==> src/can_payload_segmenter_macros.svh <==
// ----------------------------------------------------------------------------
// can_payload_segmenter assertion macros
// Concurrent check macros shared by the RTL; empty under SYNTHESIS.
// ----------------------------------------------------------------------------
`ifndef CAN_PAYLOAD_SEGMENTER_MACROS_SVH
`define CAN_PAYLOAD_SEGMENTER_MACROS_SVH

`ifndef SYNTHESIS
// Check that an expression holds at every clock outside reset.
`define CPS_ASSERT_ALWAYS(lbl, expr, msg) \
  lbl: assert property (@(posedge clk) disable iff (rst) (expr)) else $error(msg);
// Check that a consequent holds in the same cycle as its antecedent.
`define CPS_ASSERT_IMPL(lbl, ante, cons, msg) \
  lbl: assert property (@(posedge clk) disable iff (rst) (ante) |-> (cons)) else $error(msg);
// Check that a consequent holds in the cycle after its antecedent.
`define CPS_ASSERT_NEXT(lbl, ante, cons, msg) \
  lbl: assert property (@(posedge clk) disable iff (rst) (ante) |=> (cons)) else $error(msg);
`else
`define CPS_ASSERT_ALWAYS(lbl, expr, msg)
`define CPS_ASSERT_IMPL(lbl, ante, cons, msg)
`define CPS_ASSERT_NEXT(lbl, ante, cons, msg)
`endif

`endif

==> src/cps_pkg.sv <==
// ----------------------------------------------------------------------------
// cps_pkg
// Shared types, constants and the CRC-16/XMODEM byte step.
// ----------------------------------------------------------------------------
package cps_pkg;

  localparam int CPS_MAX_PAYLOAD = 4096;
  localparam int QDEPTH          = 3;
  localparam int QCNT_W          = $clog2(QDEPTH + 1);

  localparam logic [15:0] SHORT_OFFSET_MAX = 16'd252;
  localparam logic [15:0] SHORT_MAX_BYTES  = 16'd6;
  localparam logic [2:0]  CHUNK_CAP_SHORT  = 3'd7;
  localparam logic [2:0]  CHUNK_CAP_LONG   = 3'd6;
  localparam logic [3:0]  FINAL_LEN        = 4'd6;
  localparam logic [15:0] CRC_POLY         = 16'h1021;

  localparam logic [7:0] RST_TYPE_SHORT     = 8'd8;
  localparam logic [7:0] RST_TYPE_FILL      = 8'd5;
  localparam logic [7:0] RST_TYPE_FILL_LONG = 8'd6;
  localparam logic [7:0] RST_TYPE_PROCESS   = 8'd7;

  typedef enum logic [7:0] {
    REG_MASTER_ID      = 8'd0,
    REG_PROCESS_CMD    = 8'd1,
    REG_TYPE_SHORT     = 8'd2,
    REG_TYPE_FILL      = 8'd3,
    REG_TYPE_FILL_LONG = 8'd4,
    REG_TYPE_PROCESS   = 8'd5
  } reg_index_t;

  typedef struct packed {
    logic [7:0]  target;
    logic [7:0]  ftype;
    logic [3:0]  len;
    logic [63:0] data;
    logic        last;
  } frame_t;

  typedef struct packed {
    logic [QCNT_W-1:0] level;
    logic              pop;
    logic [1:0]        push_n;
  } outq_status_t;

  function automatic logic [15:0] crc_byte(input logic [15:0] crc_in,
                                           input logic [7:0] b);
    logic [15:0] c;
    c = crc_in ^ {b, 8'h00};
    for (int k = 0; k < 8; k++) begin
      if (c[15]) begin
        c = {c[14:0], 1'b0} ^ CRC_POLY;
      end else begin
        c = {c[14:0], 1'b0};
      end
    end
    return c;
  endfunction

endpackage

==> src/can_payload_segmenter.sv <==
// A byte request's frame is registered into the output queue and is valid once at its head.
// Throughput: one byte request per cycle while two queue slots are free; a byte that
//   closes a payload while flushing a fill frame yields two frames, and the input then
//   stalls while the three-entry output queue drains, one frame per cycle if out_stall is low.
// Reset (rst, synchronous): clears payload state, empties the queue, loads the
//   register defaults (type codes 8/5/6/7, ids zero).
// ----------------------------------------------------------------------------
// can_payload_segmenter
// Splits a byte-serial command payload into CAN short, fill and final frames.
// ----------------------------------------------------------------------------
`include "can_payload_segmenter_macros.svh"

module can_payload_segmenter #(
  parameter int MAX_PAYLOAD = cps_pkg::CPS_MAX_PAYLOAD
) (
  input  logic        clk,
  input  logic        rst,
  // configuration
  input  logic        cfg_write,
  input  logic [7:0]  cfg_index,
  input  logic [7:0]  cfg_data,
  // byte requests
  input  logic        in_valid,
  output logic        in_stall,
  input  logic [7:0]  target_id,
  input  logic [7:0]  payload_byte,
  input  logic        last_byte,
  // frame requests
  output logic        out_valid,
  input  logic        out_stall,
  output logic [7:0]  frame_target,
  output logic [7:0]  frame_type,
  output logic [3:0]  frame_len,
  output logic [63:0] frame_data,
  output logic        last_frame
);
  import cps_pkg::*;

  logic         accept;
  logic [1:0]   push_n;
  frame_t       res0, res1, head;
  logic         q_full;
  outq_status_t q_status;

  // take a byte whenever the queue has room for the two frames it may cause
  assign accept   = in_valid && !in_stall;
  assign in_stall = q_full;

  cps_framer #(
    .MAX_PAYLOAD(MAX_PAYLOAD)
  ) u_framer (
    .clk          (clk),
    .rst          (rst),
    .cfg_write    (cfg_write),
    .cfg_index    (cfg_index),
    .cfg_data     (cfg_data),
    .accept       (accept),
    .target_id    (target_id),
    .payload_byte (payload_byte),
    .last_byte    (last_byte),
    .push_n       (push_n),
    .res0         (res0),
    .res1         (res1)
  );

  // output queue parts the input handshake from the output stall
  cps_outq u_outq (
    .clk       (clk),
    .rst       (rst),
    .push_n    (push_n),
    .res0      (res0),
    .res1      (res1),
    .out_stall (out_stall),
    .out_valid (out_valid),
    .head      (head),
    .full      (q_full),
    .status    (q_status)
  );

  assign frame_target = head.target;
  assign frame_type   = head.ftype;
  assign frame_len    = head.len;
  assign frame_data   = head.data;
  assign last_frame   = head.last;

  // queue level tracks pushes and pops exactly
  `CPS_ASSERT_NEXT(a_level_track, 1'b1, q_status.level == $past(q_status.level) - QCNT_W'($past(q_status.pop)) + QCNT_W'($past(q_status.push_n)), "queue level mismatch")
  // a byte that yields two frames must find two free slots
  `CPS_ASSERT_IMPL(a_two_room, push_n == 2'd2, q_status.level <= QCNT_W'(QDEPTH - 2) || (q_status.level == QCNT_W'(QDEPTH - 1) && q_status.pop), "queue overflow")
  // every delivered frame carries one to eight bytes
  `CPS_ASSERT_IMPL(a_len_range, out_valid, frame_len != 4'd0 && frame_len <= 4'd8, "frame length out of range")
  // no push without an accepted byte
  `CPS_ASSERT_IMPL(a_push_accept, push_n != 2'd0, accept, "frame pushed without a byte")

endmodule

==> src/cps_framer.sv <==
// ----------------------------------------------------------------------------
// cps_framer
// Configuration registers, payload state and per-byte frame building.
// ----------------------------------------------------------------------------
module cps_framer #(
  parameter int MAX_PAYLOAD = cps_pkg::CPS_MAX_PAYLOAD
) (
  input  logic              clk,
  input  logic              rst,
  input  logic              cfg_write,
  input  logic [7:0]        cfg_index,
  input  logic [7:0]        cfg_data,
  input  logic              accept,
  input  logic [7:0]        target_id,
  input  logic [7:0]        payload_byte,
  input  logic              last_byte,
  output logic [1:0]        push_n,
  output cps_pkg::frame_t   res0,
  output cps_pkg::frame_t   res1
);
  import cps_pkg::*;

  localparam logic [15:0] MaxCount = 16'(MAX_PAYLOAD);

  logic [7:0]  master_id, process_command;
  logic [7:0]  type_short, type_fill, type_fill_long, type_process;

  logic [15:0] byte_count, running_crc;
  logic [55:0] frame_bytes;
  logic [2:0]  frame_fill;
  logic [7:0]  latched_target;

  logic [7:0]  tgt;
  logic        take, cap_short, full, chunk_emit;
  logic [15:0] start0, cnt1, crc1;
  logic [2:0]  fill1;
  logic [55:0] fb1;
  frame_t      chunk_f, end_f;

  // config writes; unknown indexes drop
  always_ff @(posedge clk) begin
    if (rst) begin
      master_id       <= '0;
      process_command <= '0;
      type_short      <= RST_TYPE_SHORT;
      type_fill       <= RST_TYPE_FILL;
      type_fill_long  <= RST_TYPE_FILL_LONG;
      type_process    <= RST_TYPE_PROCESS;
    end else if (cfg_write) begin
      case (cfg_index)
        REG_MASTER_ID:      master_id       <= cfg_data;
        REG_PROCESS_CMD:    process_command <= cfg_data;
        REG_TYPE_SHORT:     type_short      <= cfg_data;
        REG_TYPE_FILL:      type_fill       <= cfg_data;
        REG_TYPE_FILL_LONG: type_fill_long  <= cfg_data;
        REG_TYPE_PROCESS:   type_process    <= cfg_data;
        default: ;
      endcase
    end
  end

  always_comb begin
    tgt       = (byte_count == 16'd0) ? target_id : latched_target;
    take      = byte_count < MaxCount;
    start0    = byte_count - {13'd0, frame_fill};
    cap_short = start0 <= SHORT_OFFSET_MAX;
    crc1      = take ? crc_byte(running_crc, payload_byte) : running_crc;
    cnt1      = take ? byte_count + 16'd1 : byte_count;
    fill1     = take ? frame_fill + 3'd1 : frame_fill;
    fb1       = frame_bytes;
    for (int i = 0; i < 7; i++) begin
      if (take && frame_fill == 3'(i)) begin
        fb1[55-8*i -: 8] = payload_byte;
      end
    end
    full       = take && (fill1 >= (cap_short ? CHUNK_CAP_SHORT : CHUNK_CAP_LONG));
    chunk_emit = full || (last_byte && cnt1 > SHORT_MAX_BYTES && fill1 != 3'd0);

    // fill frame; its start offset is always the pending chunk's start
    chunk_f.target = tgt;
    chunk_f.last   = 1'b0;
    if (cap_short) begin
      chunk_f.ftype = type_fill;
      chunk_f.len   = {1'b0, fill1} + 4'd1;
      chunk_f.data  = {start0[7:0], fb1};
    end else begin
      chunk_f.ftype = type_fill_long;
      chunk_f.len   = {1'b0, fill1} + 4'd2;
      chunk_f.data  = {start0[15:8], start0[7:0], fb1[55:8]};
    end

    // closing frame: short single frame or final length/CRC frame
    end_f.target = tgt;
    end_f.last   = 1'b1;
    if (cnt1 <= SHORT_MAX_BYTES) begin
      end_f.ftype = type_short;
      end_f.len   = cnt1[3:0] + 4'd2;
      end_f.data  = {master_id, process_command, fb1[55:8]};
    end else begin
      end_f.ftype = type_process;
      end_f.len   = FINAL_LEN;
      end_f.data  = {master_id, process_command, cnt1, crc1, 16'h0000};
    end

    res0   = chunk_emit ? chunk_f : end_f;
    res1   = end_f;
    push_n = accept ? ({1'b0, chunk_emit} + {1'b0, last_byte}) : 2'd0;
  end

  always_ff @(posedge clk) begin
    if (rst) begin
      byte_count     <= '0;
      running_crc    <= '0;
      frame_bytes    <= '0;
      frame_fill     <= '0;
      latched_target <= '0;
    end else if (accept) begin
      latched_target <= tgt;
      if (last_byte) begin
        byte_count  <= '0;
        running_crc <= '0;
        frame_bytes <= '0;
        frame_fill  <= '0;
      end else begin
        byte_count  <= cnt1;
        running_crc <= crc1;
        frame_bytes <= full ? 56'd0 : fb1;
        frame_fill  <= full ? 3'd0 : fill1;
      end
    end
  end

endmodule

==> src/cps_outq.sv <==
// ----------------------------------------------------------------------------
// cps_outq
// Small shifting frame queue; head entry drives the output channel.
// ----------------------------------------------------------------------------
module cps_outq (
  input  logic                  clk,
  input  logic                  rst,
  input  logic [1:0]            push_n,
  input  cps_pkg::frame_t       res0,
  input  cps_pkg::frame_t       res1,
  input  logic                  out_stall,
  output logic                  out_valid,
  output cps_pkg::frame_t       head,
  output logic                  full,
  output cps_pkg::outq_status_t status
);
  import cps_pkg::*;

  frame_t            q      [QDEPTH];
  frame_t            q_next [QDEPTH];
  logic [QCNT_W-1:0] level, level_next, base;
  logic              pop;

  always_comb begin
    pop  = (level != '0) && !out_stall;
    base = level - QCNT_W'(pop);
    for (int i = 0; i < QDEPTH; i++) begin
      if (pop && i < QDEPTH - 1) begin
        q_next[i] = q[i+1];
      end else begin
        q_next[i] = q[i];
      end
      if (push_n != 2'd0 && base == QCNT_W'(i)) begin
        q_next[i] = res0;
      end
      if (push_n == 2'd2 && base + QCNT_W'(1) == QCNT_W'(i)) begin
        q_next[i] = res1;
      end
    end
    level_next = base + QCNT_W'(push_n);
  end

  always_ff @(posedge clk) begin
    q <= q_next;
  end

  always_ff @(posedge clk) begin
    if (rst) begin
      level <= '0;
    end else begin
      level <= level_next;
    end
  end

  assign out_valid     = level != '0;
  assign head          = q[0];
  // hold off requests until two slots are free
  assign full          = level >= QCNT_W'(QDEPTH - 1);
  assign status.level  = level;
  assign status.pop    = pop;
  assign status.push_n = push_n;

endmodule
==> config.mk <==
export PLATFORM = sky130hd
export DESIGN_NAME = can_payload_segmenter
export DESIGN_NICKNAME = d
export VERILOG_FILES = /design/src/cps_pkg.sv /design/src/can_payload_segmenter.sv /design/src/cps_framer.sv /design/src/cps_outq.sv
export VERILOG_INCLUDE_DIRS = /design/src /design/src/src
export SDC_FILE = /design/constraint.sdc
export NUM_CORES = 1
export LEC_CHECK = 0
export BUFFER_PORTS_ARGS = -buffer_cell sky130_fd_sc_hd__buf_2
export CELL_PAD_IN_SITES_DETAIL_PLACEMENT = 2
export CELL_PAD_IN_SITES_GLOBAL_PLACEMENT = 2
export CORE_MARGIN = 2
export CORE_UTILIZATION = 35
export DETAILED_ROUTE_END_ITERATION = 8
export GPL_ROUTABILITY_DRIVEN = 0
export GPL_TIMING_DRIVEN = 0
export MAX_ROUTING_LAYER = met4
export PLACE_DENSITY_LB_ADDON = 0.1
export SKIP_LAST_GASP = 1
export SLEW_MARGIN = 25
export SYNTH_ARGS = -nofsm -noshare
export SYNTH_HDL_FRONTEND = slang
export SYNTH_HIERARCHICAL = 1
export SYNTH_SLANG_ARGS = --single-unit
==> constraint.sdc <==
create_clock -name clk -period 16.5 [get_ports clk]
set_input_delay 3.3 -clock clk [delete_from_list [all_inputs] [get_ports clk]]
set_output_delay 3.3 -clock clk [all_outputs]
set_load 0.005 [all_outputs]
# Word level (Yosys, flattened, before mapping)
# Index checks and enable logic that the tools add are counted.
dict set report totals {
  regBits 404
  out_inout_bits 87
  word_cells 146
}
dict set report op_classes {
  addsub 10
  magnitude_cmp 6
  eq_ne 16
  muxes 38
  n_bitwise 9
  n_reduce_logical 40
}
# cell count
set ops {}
lappend ops {{$mux 85} 8}
lappend ops {{$mux 76} 2}
lappend ops {{$mux 56} 2}
lappend ops {{$mux 13} 8}
lappend ops {{$mux 77} 1}
lappend ops {{$mux 16} 4}
lappend ops {{$mux 8} 8}
lappend ops {{$not 3->3} 8}
lappend ops {{$logic_and 1x1->1} 18}
lappend ops {{$add 16x1->16 const B} 1}
lappend ops {{$eq 8x2->1 const B} 2}
lappend ops {{$eq 8x3->1 const B} 2}
lappend ops {{$gt 16x3->1 const B} 1}
lappend ops {{$le 16x3->1 const B} 1}
lappend ops {{$le 16x8->1 const B} 1}
lappend ops {{$logic_not 16->1} 1}
lappend ops {{$lt 16x13->1 const B} 1}
lappend ops {{$sub 16x3->16} 1}
lappend ops {{$xor 16x16->16} 1}
lappend ops {{$reduce_and 2->1} 6}
lappend ops {{$reduce_bool 2->1} 5}
lappend ops {{$eq 3x3->1 const B} 3}
lappend ops {{$mux 3} 3}
lappend ops {{$reduce_bool 3->1} 3}
lappend ops {{other kinds (22)} 28}

# Logic depth before layout (Yosys ltp)
dict set report logic_depth {
  word_depth 22
  mapped_depth 28
  mapped_depth_nobuf 19
}

# Cells and area by module
# The synthesis kept the hierarchy.
# mod n_inst cells_per_inst area_per_inst_um2 seq_area_each_um2
set modules_own_cells {}
lappend modules_own_cells {cps_outq 1 1296 14446.4 7697.4}
lappend modules_own_cells {cps_framer 1 1135 9790.6 2942.8}
lappend modules_own_cells {can_payload_segmenter 1 1 13.8 0.0}

# Worst setup path after synthesis
# Ideal clock, no wire load.
dict set report synth_timing {
  path_kind {in2reg}
  startpoint {in last_byte}
  endpoint {reg u_outq/q[100] in the netlist's numbering (enable)}
  setup_time_ns 0.819
  t_arrival_ns 14.890
  required_time_ns 15.681
  path_slack_ns 0.790
  path_stages 11
  path_buffers 4
  cell_sequence {o21ai_0 > and2_1 > a31oi_1 > buf_2 > buf_2 > ha_1 > and2_1 > nor2_1 > clkbuf_1 > clkbuf_1 > o311ai_0}
}
dict set report synth_via {
  elab_chain_len 8
  word_cells_on_any_way 10
  cone_classes {1 x add/sub; 1 x eq/ne; 1 x mux; 7 x reduce/logical}
}
# item line
set synth_lines {}
lappend synth_lines {{start: declaration} can_payload_segmenter.sv:27} ;# input logic last_byte,
lappend synth_lines {{$logic_and 1x1->1 (2 in series)} cps_framer.sv:77} ;# chunk_emit = full || (last_byte && cnt1 > SHORT_MAX_BYTES && fill1 != 3'd0);
lappend synth_lines {{$logic_or 1x1->1} cps_framer.sv:77}
lappend synth_lines {{$add 1x1->2 *} cps_framer.sv:107} ;# push_n = accept ? ({1'b0, chunk_emit} + {1'b0, last_byte}) : 2'd0;
lappend synth_lines {{$mux 2 *} cps_framer.sv:107}
lappend synth_lines {{net push_n[1]} can_payload_segmenter.sv:40} ;# logic [1:0] push_n;
lappend synth_lines {{$eq 2x2->1 / $reduce_bool 2->1 (equally long branches)} {cps_outq.sv:36, cps_outq.sv:33}}
lappend synth_lines {{$logic_and 1x1->1, on equally long branches} {cps_outq.sv:36, cps_outq.sv:33}}
lappend synth_lines {{$reduce_bool 3->1 (no line) *} --}
lappend synth_lines {{end signal: assignment} cps_outq.sv:44} ;# q <= q_next;
lappend synth_lines {{end: declaration} cps_outq.sv:19} ;# frame_t q [QDEPTH];
# Mark *: on every way through the listed nets, which the timed path passes. The rest lies on a longest branch.
# A chain may end at the register's enable or synchronous reset.

# Worst setup path after layout
dict set report layout_timing {
  startpoint {reg u_framer.frame_fill[2]}
  endpoint {reg u_outq.q, in the netlist u_outq/head[39] (enable)}
}
dict set report layout_via {
  elab_chain_len 11
  word_cells_on_any_way 17
  cone_classes {3 x add/sub; 2 x order compare; 1 x eq/ne; 3 x mux; 8 x reduce/logical}
}
# item line
set layout_lines {}
lappend layout_lines {{start: declaration} cps_framer.sv:30} ;# logic [2:0] frame_fill;
lappend layout_lines {{start signal: assignment} cps_framer.sv:128} ;# frame_fill <= full ? 3'd0 : fill1;
lappend layout_lines {{$sub 16x3->16} cps_framer.sv:65} ;# start0 = byte_count - {13'd0, frame_fill};
lappend layout_lines {{$le 16x8->1} cps_framer.sv:66} ;# cap_short = start0 <= SHORT_OFFSET_MAX;
lappend layout_lines {{$mux 1} cps_framer.sv:76} ;# full = take && (fill1 >= (cap_short ? CHUNK_CAP_SHORT : CHUNK_CAP_LONG));
lappend layout_lines {{$ge 3x3->1} cps_framer.sv:76}
lappend layout_lines {{$logic_and 1x1->1} cps_framer.sv:76}
lappend layout_lines {{$logic_or 1x1->1 *} cps_framer.sv:77}
lappend layout_lines {{$add 1x1->2 *} cps_framer.sv:107}
lappend layout_lines {{$mux 2 *} cps_framer.sv:107}
lappend layout_lines {{net push_n[0]} can_payload_segmenter.sv:40}
lappend layout_lines {{$eq 2x2->1 / $reduce_bool 2->1 (equally long branches)} {cps_outq.sv:36, cps_outq.sv:33}}
lappend layout_lines {{$logic_and 1x1->1, on equally long branches} {cps_outq.sv:36, cps_outq.sv:33}}
lappend layout_lines {{$reduce_bool 3->1 (no line) *} --}
# Marked as above.

==> flow_summary.json <==
{
  "status": "completed",
  "rrSetupSlack_ps": 6390,
  "remaining_drc_errors": 0,
  "crit_path_start": "u_framer/frame_fill[2]$_SDFFE_PP0P_",
  "combPwrFrac": 0.419,
  "fp.dieW_um": 267.1,
  "multi_input_comb_area_um2": 11760,
  "syn_area_per_cell_um2": 9.975,
  "max-vdd-ir-drop_v": 0.00009249,
  "portBuffers": 122,
  "cts-hold-fix-buffers": 0,
  "maxCapViolCount": 0,
  "clock_latency_ps": 610,
  "rows": 96,
  "syn_inst": 2429,
  "cp_max_fo": 10,
  "initial_core_util": 0.3533,
  "netlist_area_um2": 24230,
  "hold_violations": 0,
  "cp-end-kind": "register",
  "leakage_nw": 10.57,
  "grt_overflow_total": 0,
  "first_global_vias": 22590,
  "reg2reg_depth": 34,
  "wl_per_cell_um": 27.39,
  "crit_path_frequent_cell": "buf_2",
  "grt_pass1_wl_um": 148200,
  "io_pins": 125,
  "arrival_ps": 10410,
  "timing.final.crit_share": 0.6129,
  "r2r-start": "u_framer/frame_fill[2]$_SDFFE_PP0P_",
  "setup_tns_ps": 0,
  "routed_wl_um": 98870,
  "clk_path_buf_depth": 3,
  "core_um2": 68590,
  "switchingPower_w": 0.001779,
  "hp-class": "register to register",
  "crit_path_end": "u_outq/head[39]$_DFFE_PP_",
  "fin_worst_skew_ps": 13.84,
  "clkPwrFrac": 0.256,
  "post-cts-setup-buffers": 0,
  "dp_cells": 3512,
  "seq_area_um2": 10640,
  "rsz0062_at_grt": "no",
  "worstPathRequired_ps": 16800,
  "p_sw_frac": 0.4103,
  "numCtsBuffers": 50,
  "ctsResizeCount": 0,
  "drt_first_pass_iters": 5,
  "vias_per_cell": 5.875,
  "synth_fp_nets": 2485,
  "clock-root-buffer": "clkbuf_16",
  "internal-power_w": 0.002557,
  "cts_tree": "built",
  "setup_viol": 0,
  "fillCellCount": 7391,
  "slew_viol_final": 0,
  "max-slew-margin-rel": 0.2989,
  "slowest_stage": "nor4_1",
  "htree_levels": 2,
  "final_antenna_net_count": 0,
  "grt_max_degree": 22,
  "area_growth_pct": 15.51,
  "design.die.area_um2": 71350,
  "die_y_um": 267.1,
  "layout.nets": 2689,
  "power.density_nw_per_um2": 154.9,
  "track_usage": 0.2835,
  "rr_endpoint": "u_outq/head[39]$_DFFE_PP_",
  "antenna_found_initial": 6,
  "startpoint_type": "register",
  "clkTransAtPathRegs_ps": 60,
  "cp_top_family": "buffers and inverters",
  "dp_hpwl_um": 73620,
  "critPathMaxStageDelay_ps": 610,
  "cts_sinks": 404,
  "drive_above_1_share": 0.2221,
  "cp_num_cells": 34,
  "ys_warn_count": 6,
  "drt_iter0_drc": 1574,
  "critPathKind": "register to register",
  "tightest_slew_ps": 1052,
  "min_period_ps": 10110,
  "fmaxAchievable_mhz": 98.88,
  "vias": 21208,
  "p_seq_frac": 0.325,
  "path_buf_inv": 17,
  "final_cells": 3610
}
## worst min path at each step
stage                                                   from                                 end  slack, ps  depth (start not counted)
final                     u_framer/type_fill[2]$_SDFFE_PP1P_  u_framer/type_fill[2]$_SDFFE_PP1P_        460                          1
after global routing      u_framer/type_fill[0]$_SDFFE_PP1P_  u_framer/type_fill[0]$_SDFFE_PP1P_        490                          1
after CTS                 u_framer/type_fill[2]$_SDFFE_PP1P_  u_framer/type_fill[2]$_SDFFE_PP1P_        460                          1
after detailed placement  u_framer/type_fill[2]$_SDFFE_PP1P_  u_framer/type_fill[2]$_SDFFE_PP1P_        450                          1
after global placement    u_framer/type_fill[2]$_SDFFE_PP1P_  u_framer/type_fill[2]$_SDFFE_PP1P_        440                          1
after floorplan           u_framer/type_fill[0]$_SDFFE_PP1P_  u_framer/type_fill[0]$_SDFFE_PP1P_        430                          1
## state kept, by name (all words and copies together) (netlist names), 8 cells and up
name and count:
u_framer/byte_count 16, u_framer/frame_bytes 56, u_framer/latched_target 8, u_framer/master_id 8, u_framer/process_command 8, u_framer/running_crc 16, u_framer/type_fill 8, u_framer/type_fill_long 8
u_framer/type_process 8, u_framer/type_short 8, u_outq/head 85, u_outq/q 170
## per-layer routing
metal,vias up,part of all wire,GRT usage,routed length [µm]
li1,9518,-,-,-
met2,581,0.47,0.4517,46040
met4,0,0.026,0.07622,2588
met3,130,0.050,0.03761,4977
met1,10979,0.46,0.3791,45260
met5,-,0,-,0
## through the flow
stage	setup WS (ps)	instance area [µm²]	util	hold slack [ps]	power, W
2_1_floorplan	814.8	24230	-	429.6	0.002495
3_3_place_gp	-8826	26000	0.3791	436.1	0.003214
3_5_place_dp	6531	26340	0.3840	447.9	0.003224
4_1_cts	6518	27970	0.4079	462.8	0.004354
5_1_grt	5826	27980	0.4079	488.7	0.004534
6_report	6387	27990	0.4080	459.2	0.004336
## placed cells by master (no fill, tap or decap), types with 107 or more instances in the layout
cell	count
a31oi_1	173
buf_2	153
buf_4	117
clkbuf_1	200
dfxtp_1	149
edfxtp_1	255
mux2_2	152
mux2i_1	152
nor2_1	230
nor3_1	185
o21ai_0	107
## cell type report
class / instances / area share
Clock inverter: 19 / 0.004247
Timing Repair Buffer: 152 / 0.03232
Antenna cell: 4 / 0.0003577
Buffer: 349 / 0.06416
Multi-Input combinational cell: 1655 / 0.4200
Inverter: 21 / 0.002817
Sequential cell: 404 / 0.3802
Tap cell: 931 / 0.04162
Clock buffer: 75 / 0.05423
## power groups by stage
stage               sequential [W]  clock [W]  combinational [W]
floorplan                  0.00147          0            0.00102
global placement           0.00153          0            0.00168
detailed placement         0.00143          0            0.00180
CTS                        0.00141    0.00114            0.00181
global route               0.00143    0.00117            0.00193
finish                     0.00141    0.00111            0.00182
No activity file was read; power rests on OpenSTA's default activity.
